--- src/design/krus_pkg.sv ---
// ----------------------------------------------------------------------------
// krus_pkg
// Shared constants for the k-mer rotation universal set test.
// ----------------------------------------------------------------------------
package krus_pkg;

  localparam int unsigned KMER_W   = 64;
  localparam int unsigned KLEN_W   = 6;
  localparam int unsigned WMOD_W   = 7;
  localparam int unsigned VAL_W    = 5;
  localparam int unsigned CFG_IDX_W = 4;
  localparam int unsigned CFG_DATA_W = 7;

  localparam logic [CFG_IDX_W-1:0] REG_KMER_LENGTH    = 4'd0;
  localparam logic [CFG_IDX_W-1:0] REG_WINDOW_MODULUS = 4'd1;

  localparam logic [KLEN_W-1:0] KLEN_RESET = 6'd16;
  localparam logic [WMOD_W-1:0] WMOD_RESET = 7'd8;

endpackage

--- src/design/krus_mod.sv ---
// ----------------------------------------------------------------------------
// krus_mod
// Small remainder unit: rotation index modulo w by restoring subtraction.
// ----------------------------------------------------------------------------
module krus_mod import krus_pkg::*; #(
  parameter int unsigned NW = 5
) (
  input  logic [NW-1:0]     val_i,
  input  logic [WMOD_W-1:0] mod_i,
  output logic [VAL_W-1:0]  rem_o
);

  localparam int unsigned RW = WMOD_W + NW;

  logic [RW-1:0] r;
  logic [RW-1:0] dv;

  always_comb begin
    r  = RW'(val_i);
    dv = '0;
    for (int s = NW - 1; s >= 0; s--) begin
      dv = RW'(mod_i) << s;
      if (dv <= r) begin
        r = r - dv;
      end
    end
  end

  assign rem_o = VAL_W'(r[NW-1:0]);

endmodule

--- config.mk ---
export PLATFORM = sky130hd
export DESIGN_NAME = krus_mod
export DESIGN_NICKNAME = d
export VERILOG_FILES = /design/src/design/krus_pkg.sv /design/src/design/krus_mod.sv
export SDC_FILE = /design/constraint.sdc
export NUM_CORES = 1
export LEC_CHECK = 0
export BUFFER_PORTS_ARGS = -buffer_cell sky130_fd_sc_hd__buf_4
export CORE_ASPECT_RATIO = 0.6
export CORE_MARGIN = 2
export CORE_UTILIZATION = 55
export DETAILED_ROUTE_END_ITERATION = 16
export PLACE_DENSITY = 0.74
export SLEW_MARGIN = 30
export SYNTH_ARGS = -nofsm -noshare
export SYNTH_HDL_FRONTEND = slang
export SYNTH_SLANG_ARGS = --single-unit
--- constraint.sdc ---
create_clock -name vclk -period 13.9
set_input_delay 1.39 -clock vclk [all_inputs]
set_output_delay 1.39 -clock vclk [all_outputs]
set_load 0.05 [all_outputs]
# Word-level counts from Yosys, hierarchy flattened
# Cells that the tools add are included.
# W data, S select, Z words.
# word_totals
word_cells,15
regBits,0
output_inout_bits,5
inputBits,12
# op_classes
addsub,5
n_mux,5
magnitude_cmp,5
# op_table
op,count
$mux W12,4
$le A10 B12 Y1,1
$le A7 B12 Y1,1
$le A8 B12 Y1,1
$le A9 B12 Y1,1
$sub A12 B10 Y12,1
$sub A12 B8 Y12,1
$sub A12 B9 Y12,1
$sub A5 B11 Y12,1
$le A11 B5 Y1,1
$mux W5,1
$sub A5 B5 Y5,1

# Depth between registers and ports, before layout
# logic_depth
word_depth,10
depth_mapped,40
mapped_depth_nobuf,38

# Least setup slack after synthesis
# OpenSTA, ideal clock, no wires.
# synth_timing
kind,in2out
startpoint,input val_i[4]
endpoint,output rem_o[0]
n_path_buf,2
path_slack_ns,2.331
cell_stages,37
arrival_ns,10.179
path_cell_list,inv_1 ha_1 inv_1 ha_1 a31oi_1 nor2_1 o21ai_0 inv_1 ha_1 a221oi_2 a21o_1 and3_1 clkbuf_1 mux2i_1 ha_1 nor2b_1 o21a_1 o21a_1 o41a_1 or2_2 or4_1 buf_6 mux2i_1 ha_1 a21oi_1 o21bai_1 a21oi_1 nand2_1 nor4_1 mux2_2 ha_1 and4_1 a41oi_1 nand3_1 a211oi_1 o211ai_4 mux2i_1
# synth_via
elab_chain_cells,10
word_cells_on_any_way,15
cone_classes,add/sub: 5; order compare: 5; mux: 5
# synth_rtl
item,line_no,source
from (decl),krus_mod.sv:8,"input logic [NW-1:0] val_i,"
$sub A5 B11 Y12 / $le A11 B5 Y1 (equally long branches),"krus_mod.sv:24, krus_mod.sv:23",
$mux W12 *,krus_mod.sv:23,if (dv <= r) begin
$sub A12 B10 Y12 / $le A10 B12 Y1 (equally long branches),"krus_mod.sv:24, krus_mod.sv:23",
$mux W12 *,krus_mod.sv:23,
$sub A12 B9 Y12 / $le A9 B12 Y1 (equally long branches),"krus_mod.sv:24, krus_mod.sv:23",
$mux W12 *,krus_mod.sv:23,
$sub A12 B8 Y12 / $le A8 B12 Y1 (equally long branches),"krus_mod.sv:24, krus_mod.sv:23",
$mux W12 *,krus_mod.sv:23,
$le A7 B12 Y1 / $sub A5 B5 Y5 (equally long branches),"krus_mod.sv:23, krus_mod.sv:24",
$mux W5 *,krus_mod.sv:23,
to (decl),krus_mod.sv:10,output logic [VAL_W-1:0] rem_o
# Every way passes the cells marked *; elsewhere a longest branch is shown, timed or not.

# Final worst setup path
# layout_timing
startpoint,input mod_i[1]
endpoint,output rem_o[1]
# layout_via
elab_chain_cells,10
word_cells_on_any_way,15
cone_classes,add/sub: 5; order compare: 5; mux: 5
# layout_rtl
item,line_no,source
from (decl),krus_mod.sv:9,"input logic [WMOD_W-1:0] mod_i,"
$sub A5 B11 Y12 / $le A11 B5 Y1 (equally long branches),"krus_mod.sv:24, krus_mod.sv:23",
$mux W12,krus_mod.sv:23,
$sub A12 B10 Y12 / $le A10 B12 Y1 (equally long branches),"krus_mod.sv:24, krus_mod.sv:23",
$mux W12,krus_mod.sv:23,
$sub A12 B9 Y12 / $le A9 B12 Y1 (equally long branches),"krus_mod.sv:24, krus_mod.sv:23",
$mux W12,krus_mod.sv:23,
$sub A12 B8 Y12 / $le A8 B12 Y1 (equally long branches),"krus_mod.sv:24, krus_mod.sv:23",
$mux W12,krus_mod.sv:23,
$le A7 B12 Y1 / $sub A5 B5 Y5 (equally long branches),"krus_mod.sv:23, krus_mod.sv:24",
$mux W5 *,krus_mod.sv:23,
# Marks and branches as above.

==> results.ini <==
[worst_setup_path]
cp-startpoint=mod_i[1]
worstSetupPathType=primary input to output port
slowest_delay_ns=0.68
start_kind=primary input
crit_fanout=10
arrival_ns=10.89
required_ns=12.51
end_kind=output port
cpMaxStageDelayCell=or4_1
crit_top_cell=ha_1
endpoint=rem_o[1]

[route]
wl_per_cell_um=15.9
finalWirelength_um=4680
drt.antenna.violating_nets=0
vias=1781
vias_per_cell=6.06
first_pass_iters=5
route.detailed.drc=0
drt_first_iter_violations=130

[global_route]
grt_overflow_total=0
grt_first_pass_wirelength_um=7480
grt_use_total=0.261
antenna_found_initial=0
grt_max_degree=11
grt_pass1_vias=1513

[synthesis]
synth_area_sq_um=1780
ys_top_cells_by_area=ha_1, inv_1, a21oi_1
synth_top_cell_area_share=0.225
postSynthAreaPerCell_sq_um=7.52
netlist_top_cells_count=ha_1, inv_1, nor2_1
netlist_instances=237
synth.most_common_cell=ha_1
synth_top_cell_by_area=ha_1
synth-warning-count=0
synth_seq_area_share=0
syn-num-nets=285
synth_cell_types=49

[timing]
setup_ws_ns=1.62
fin_crit_sh=0.883
setup_tns_ns=0
hold_viol=0
worstMarginPinSlew_ns=0.681
rsz0062_at_grt=false
final_period_minus_worst_setup_slack_ns=12.28
max-slew-margin-rel=0.543
maxSlewViolCount=0
fin_hold_ws_ns=3.24
report.final.setup_viol=0
max_freq_mhz=81.5

[floorplanning]
core_sq_um=2980
initial_core_util=0.597
num_io_pins=17
dieArea_sq_um=3730
die_w_um=77.5
die_h_um=48.1
row_count=15

[finish]
diodes=0
fin_area_sq_um=1950
fin_nets=302
fillers=266
drive_gt1_frac=0.139
nFlopsAndLatches=0
nClkBuffers=0
seq_area_sq_um=0
syn_to_final_growth_pct=9.40

[run_status]
status=complete, no violations

[place]
dp_hpwl_um=3970
postPlaceCellArea_sq_um=1950
port_buffers=17
place_congestion=0.901
post-place-ws_ns=1.71

[power_and_ir_drop]
leakage_nw=0.945
peakVddDrop_mv=0.105
p_per_area_nw_per_um2=84.2

[clocking]
cts_setup_buffers=0
cts-resized-gates=0
postCtsHoldBufs=0

[run]
maxCapViolCount=0

[min_path]
hold_path.class=primary input to output port

==> through the flow <==
| stage | power (W) | std cells | util |
|---|---|---|---|
| after global routing | 0.000178 | 294 | 0.654 |
| after CTS | 0.000163 | 294 | 0.654 |
| after global placement | 0.000162 | 294 | 0.654 |
| final | 0.000164 | 294 | 0.654 |
| after floorplan | 0.000125 | 237 | - |
| after detailed placement | 0.000162 | 294 | 0.654 |
==> critical path, delay by kind of cell <==
kind            cells  cell delay, ns
simple gates        9            2.63
buf+inv             4            0.60
mux                 4            1.42
compound gates     13            3.25
fa+ha+maj           5            1.59
==> worst min path at each step <==
stage | startpoint | endpoint | slack (ns) | cells past startpoint
global placement | val_i[0] | rem_o[0] | 3.24 | 4
CTS | val_i[0] | rem_o[0] | 3.24 | 4
detailed placement | val_i[0] | rem_o[0] | 3.24 | 4
global route | val_i[0] | rem_o[0] | 3.27 | 4
floorplan | val_i[0] | rem_o[0] | 3.15 | 2
finish | val_i[0] | rem_o[0] | 3.24 | 4
==> cell type report <==
cell class / instances / area, sq um / area share
inverter: 25 / 93.8 / 0.0481
timing repair buffer: 18 / 135 / 0.0693
tap: 42 / 52.6 / 0.0269
multi-input combinational: 209 / 1670 / 0.856
==> where the power goes <==
| part | internal [W] | total, W | leakage (nW) | switching [W] |
|---|---|---|---|---|
| sequential | 0 | 0 | 0 | 0 |
| combinational | 0.0000645 | 0.000164 | 0.945 | 0.0000997 |
| clock | 0 | 0 | 0 | 0 |
| total | 0.0000645 | 0.000164 | 0.945 | 0.0000997 |
==> placed cells by master, fill, tap and decap left out, drive strengths merged, types with 8 or more instances in the layout <==
cell type | synthesis | routed
ha | 32 | 32
inv | 25 | 25
nor2 | 19 | 19
a21oi | 18 | 18
buf | 2 | 18
o21ai | 14 | 14
nand2 | 10 | 10
mux2 | 10 | 10
mux2i | 9 | 9
xor2 | 8 | 8
==> kinds of logic after synthesis <==
family,after synthesis,share of synthesized area
XOR/XNOR,14,0.0688
buffers and inverters,28,0.0639
adder cells (fa/ha/maj),36,0.269
AND/OR/NAND/NOR,71,0.208
AO/OA/AOI/OAI,69,0.268
multiplexers,19,0.122
==> routing by layer <==
metal  global-route usage  up-vias  routed length, um
li1                     -      911                  -
met1                0.449      803               2680
met2                0.372       67               1660
met3              0.00185        0                341
met4                    0        0                  0
met5                    0        -                  0
(Power assumes the default switching activity.)
