--- src/design/krus_cell.sv ---
// ----------------------------------------------------------------------------
// krus_cell
// One rotation step: rotates the word right by one base and keeps the
// first strictly smallest rotation seen so far with its index.
// ----------------------------------------------------------------------------
module krus_cell #(
  parameter int unsigned STEP   = 1,
  parameter int unsigned WORD_W = 62,
  parameter int unsigned NW     = 5
) (
  input  logic              clk_i,
  input  logic              en_i,
  input  logic [NW-1:0]     n_i,
  input  logic [WORD_W-1:0] cur_i,
  input  logic [WORD_W-1:0] best_i,
  input  logic [NW-1:0]     idx_i,
  output logic [WORD_W-1:0] cur_o,
  output logic [WORD_W-1:0] best_o,
  output logic [NW-1:0]     idx_o
);

  localparam logic [NW-1:0] STEP_C = NW'(STEP);

  logic [NW:0]       top_sh;
  logic [WORD_W-1:0] rot;
  logic              active;
  logic [WORD_W-1:0] cur_d, cur_q;
  logic [WORD_W-1:0] best_d, best_q;
  logic [NW-1:0]     idx_d, idx_q;

  assign top_sh = {n_i - 1'b1, 1'b0};
  assign rot    = (cur_i >> 2) | (WORD_W'(cur_i[1:0]) << top_sh);
  assign active = STEP_C < n_i;

  always_comb begin
    cur_d  = cur_i;
    best_d = best_i;
    idx_d  = idx_i;
    if (active) begin
      cur_d = rot;
      if (rot < best_i) begin
        best_d = rot;
        idx_d  = STEP_C;
      end
    end
  end

  always_ff @(posedge clk_i) begin
    if (en_i) begin
      cur_q  <= cur_d;
      best_q <= best_d;
      idx_q  <= idx_d;
    end
  end

  assign cur_o  = cur_q;
  assign best_o = best_q;
  assign idx_o  = idx_q;

endmodule

--- config.mk ---
export PLATFORM = sky130hd
export DESIGN_NAME = krus_cell
export DESIGN_NICKNAME = d
export VERILOG_FILES = /design/src/design/krus_cell.sv
export SDC_FILE = /design/constraint.sdc
export NUM_CORES = 1
export LEC_CHECK = 0
export ABC_CLOCK_PERIOD_IN_PS = 8820
export BUFFER_PORTS_ARGS = -buffer_cell sky130_fd_sc_hd__buf_2
export CORE_ASPECT_RATIO = 1.4
export CORE_MARGIN = 10
export CORE_UTILIZATION = 56
export CTS_CLUSTER_SIZE = 12
export DETAILED_ROUTE_END_ITERATION = 10
export GPL_ROUTABILITY_DRIVEN = 0
export PLACE_DENSITY = 0.84
export SYNTH_ARGS = -nofsm -noshare
export SYNTH_HDL_FRONTEND = slang
export SYNTH_SLANG_ARGS = --single-unit
--- constraint.sdc ---
create_clock -name clk_i -period 8.82 [get_ports clk_i]
set_input_delay 0.882 -clock clk_i [delete_from_list [all_inputs] [get_ports clk_i]]
set_output_delay 0.882 -clock clk_i [all_outputs]
set_load 0.1 [all_outputs]
After elaboration in Yosys (flattened, before gate mapping). Index checks and enable logic that the tools add are counted.

Register bits: 129. Output and inout port bits: 129. Word-level logic and storage cells: 13.

Add/subtract/negate cells: 1. $lt $le $gt $ge: 2. Shift-type cells: 1. Mux-type cells: 5. Bitwise gates (word level): 1.

Operators with widths (number): $mux W62 (3); $lt A62 B62 Y1 (1); $or A60 B62 Y62 (1); $shl A2 B6 Y62 (1); $mux W5 (2); $lt A1 B5 Y1 const A (1); $sub A5 B1 Y5 const B (1).

Longest topological paths before layout.
Word-level depth: 6. Mapped depth: 20.

Worst setup path before layout. OpenSTA, ideal clock, no wires.

Path kind: input port to flip-flop. From: input n_i[0]. To: register best_q[36] (netlist: best_o[36]) (data pin). Arrival: 4.415 ns. Path slack: 4.145 ns. Cell stages on the path: 20. Buffers on the path: 4. Path through: buf_2 inv_1 ha_1 buf_4 nor3b_1 a21oi_1 o21ai_0 a2bb2oi_1 nor2_1 a21o_1 ha_1 nand4_1 nor3_1 and3_1 and4_1 o31ai_2 nand4_1 buf_4 buf_6 mux2_4.

Word-level cells in the longest chain between the ends: 6. Elaborated cells on any way between the ends: 7.

RTL lines: start: declaration (RTL line 13) `input logic [NW-1:0] n_i,`; $sub A5 B1 Y5 (RTL line 31) `assign top_sh = {n_i - 1'b1, 1'b0};`; $shl A2 B6 Y62 (RTL line 32) `assign rot = (cur_i >> 2) | (WORD_W'(cur_i[1:0]) << top_sh);`; $or A60 B62 Y62 (RTL line 32); $lt A62 B62 Y1 (RTL line 41) `if (rot < best_i) begin`; $mux W62 (RTL line 41); $mux W62 * (RTL line 39) `if (active) begin`; named net best_d[36] (RTL line 28) `logic [WORD_W-1:0] best_d, best_q;`; end signal: assignment (RTL line 51) `best_q <= best_d;`; end: declaration (RTL line 28).

The timed path passes the listed nets; every way through them passes the cells marked *. A chain may end at the register's enable or synchronous reset.

Worst setup path after layout.
From: input n_i[0]. To: register best_q[37] (netlist: best_o[37]) (data pin).

Same word-level chain as after synthesis.

==> flow_summary.yaml <==
outcome:
  status: "finished clean"
critical_path:
  wp_data_required_ns: 8.99
  cp_slowest_stage_delay_ns: 0.99
  cell_by_cell_trace_of_the_critical_path: "buf_2, inv_1, ha_1, xnor2_1, nand2_1, o21bai_1, ha_1, a21oi_1, nor2_1, a211oi_1, o221ai_1, a221oi_1, nand4_1, buf_4, mux2_4"
  worst-setup-path-type: "in -> reg"
  end_kind: "register"
  cp_max_fo: 25
  cpMostUsedCell: "ha_1"
  critical_path.slowest_cell: "nand4_1"
  nature_of_the_critical_path_startpoint: "input port"
  worst_endpoint_data_arrival_time_ns: 6.53
  critPathBufInv: 3
  path_delay_family: "simple AND/OR/NAND/NOR gates"
sta:
  crit_path_setup_slack_layout_ns: 2.47
  final-setup-viol-count: 0
  fin_crit_sh_pct: 72.0
  unrepaired_setup_endpoints_after_global_routing: "no"
  drv_slew: 0
  finalWorstPathRequiredPeriod_ns: 6.35
  hold_violations: 0
  timing.fmax_mhz: 157
  worst-slew-pin-transition_ns: 1.24
  slew_headroom_pct: 17.2
  finalSetupTns_ns: 0
placed_design:
  dp_hpwl_um: 19300
  port-buffer-count: 264
  worst_slack_placed_ns: 2.14
  numPlacedInstances: 1068
cells_and_area:
  final_layout_size_suffix_gt1_share_pct: 46.7
  area_growth_synth_to_finish_pct: 26.6
  design.final.nets: 1101
  utilization_pct: 72.3
  layoutNonFillerInstCount: 1105
pwr:
  power_per_cell_area_nw_per_um2: 224
  static-leakage-power_nw: 4.60
  clockPowerShare_pct: 32.9
  comb_power_share_pct: 33.3
  irDropWorstVdd_uv: 128
  power.net_switching_w: 0.000877
  power_total_w: 0.00226
  p_sw_share_pct: 38.9
  intPower_w: 0.00138
  seq_power_share_pct: 33.8
hold_path:
  hp-start: "idx_i[0]"
  hold_path.class: "in -> reg"
  worst_hold_path_cell_count: 2
  holdPathEnd: "idx_o[0]$_DFFE_PP_"
die:
  floorplan.initialDensity_pct: 57.1
  placeableCoreArea_um2: 13900
  die_area_um2: 19400
  dieHeight_um: 161
  rows: 51
  chipWidth_um: 121
  floorplan.io_pins: 265
synthesis:
  synth_sequential_area_ratio_pct: 48.8
  synth_top_area_share_pct: 48.8
  synth.net_count: 834
  post_synth.cell_area_avg_um2: 12.5
  ys_async_sr_fraction_pct: 0
  syn_area_um2: 7940
  synthDominantAreaCellType: "edfxtp_1"
  ys.warnings.count: 0
  ys_types: 47
  most_instantiated_flip_flop_cell_in_the_synthesis_netlist: "edfxtp_1"
  post_synth_main_area_contributors: "edfxtp_1 49%, mux2_2 14%, ha_1 9.9%, mux2_4 4.7%, inv_1 3.4%"
  synth_edf_count: 129
  yosys-top-cells-count: "129 x edfxtp_1, 97 x mux2_2, 71 x inv_1"
  yosys_register_bits: 129
  yosys.cell_count.top_type: "edfxtp_1"
  synthCells: 635
routing:
  drt_wl_total_um: 25200
  post_drt_wl_per_cell_um: 22.8
  detail-route-antenna-nets: 0
  detailedRoute.firstPassIterationCount: 5
  first_iter_violations: 596
  via_to_cell_ratio: 5.78
  route.detailed.drc: 0
  vias: 6384
cts:
  postCtsResizedCells: 0
  path_clk_slew_ns: 0.06
  tritoncts_clock_tree: "yes"
  htree_depth: 4
  clkSinkCount: 129
  cts_hold_repair.buffers: 0
  cts_made_buffers: 17
  number_of_setup_buffers_added_after_cts: 0
  cts-root-to-sink-buffers: 2
  cts-root-buf: "clkbuf_16"
grt:
  gr-max-usage-layer: "met2"
  use_met1_pct: 25.7
  first_pass_grt_wire_length_um: 37200
  grt.total_usage_pct: 24.9
  groute.layer.met3.usage_pct: 7.40
  use_met2_pct: 43.6
  grt_max_degree: 68
  global_route.overflow_total: 0
  grt_pass1_vias: 6729
  initial_antenna_violation_count: 8
run:
  maxCapViolations: 0
==> layer usage <==
layer,share of wire (%),wire (um),vias up
met4,5.5,1380,0
met5,0,0,-
met1,35,8770,3013
li1,-,-,2944
met3,7.9,1980,97
met2,52,13100,330
==> state kept, by name, indices dropped and copies added (netlist names) <==
name and cells:
best_o 62, cur_o 62, idx_o 5
==> how the worst max path moves through the flow <==
stage            from                   end  slack (ns)  cells after the start
2_1_floorplan  n_i[0]  best_o[36]$_DFFE_PP_        4.14                     20
3_5_place_dp   n_i[0]  best_o[37]$_DFFE_PP_        2.14                     15
6_report       n_i[0]  best_o[37]$_DFFE_PP_        2.47                     15
3_3_place_gp   n_i[0]  best_o[37]$_DFFE_PP_        2.24                     15
5_1_grt        n_i[0]  best_o[43]$_DFFE_PP_        2.16                     15
4_1_cts        n_i[0]  best_o[37]$_DFFE_PP_        2.52                     15
==> stage by stage <==
step	cell area (um^2)	hold WS, ns
after floorplan	7940	0.994
after global routing	10100	0.730
after global placement	9420	1.15
after detailed placement	9420	1.14
final	10100	0.721
after CTS	10000	0.716
==> cell type report <==
type                       instances  area [um^2]
antenna                            5         12.5
clock buffer                      18          429
clock inverter                    14          188
fill                            1018         3860
inverter                          71          267
multi-input combinational        415         3700
sequential                       129         3870
tap                              185          231
timing repair buffer             268         1350
==> kinds of logic after synthesis <==
group / after synthesis / synth area share, %
and+or+nand+nor: 108 / 7.25
AOI/OAI and AO/OA: 119 / 10.3
DFF: 129 / 48.8
muxes: 122 / 18.5
buffers and inverters: 91 / 4.80
adders and majority gates: 63 / 9.92
xor gates and xnor gates: 3 / 0.425
==> power groups by stage <==
stage | Clock, W | Sequential [W] | Combinational, W
floorplan | 0 | 0.00120 | 0.000167
global placement | 0 | 0.000772 | 0.000740
detailed placement | 0 | 0.000774 | 0.000747
CTS | 0.000745 | 0.000762 | 0.000751
global route | 0.000769 | 0.000766 | 0.000782
finish | 0.000742 | 0.000762 | 0.000752
==> layout by cell type (no fill, tap or decap), types with 3 or more instances in the layout <==
cell       netlist  final
a211oi_1         5      5
a21o_1          27     27
a21oi_1         18     18
and2_1           5      5
and3_1           4      4
and4_1           4      4
buf_2            5    263
buf_4            3      5
bufinv_16        0      4
clkbuf_16        0     17
diode_2          0      5
edfxtp_1       129    129
ha_1            63     63
inv_1           71     71
mux2_2          97     97
mux2_4          25     25
nand2_1         18     18
nand2b_1         3      3
nand3_1         13     13
nand4_1         11     11
nor2_1          22     22
nor2b_1          5      5
nor3_1           8      8
nor3b_1          4      4
o211ai_1         3      3
o21ai_0         15     15
o21bai_1        30     30
o31ai_1          3      3
or3_1            5      5
No activity file was read; power rests on OpenSTA's default activity.
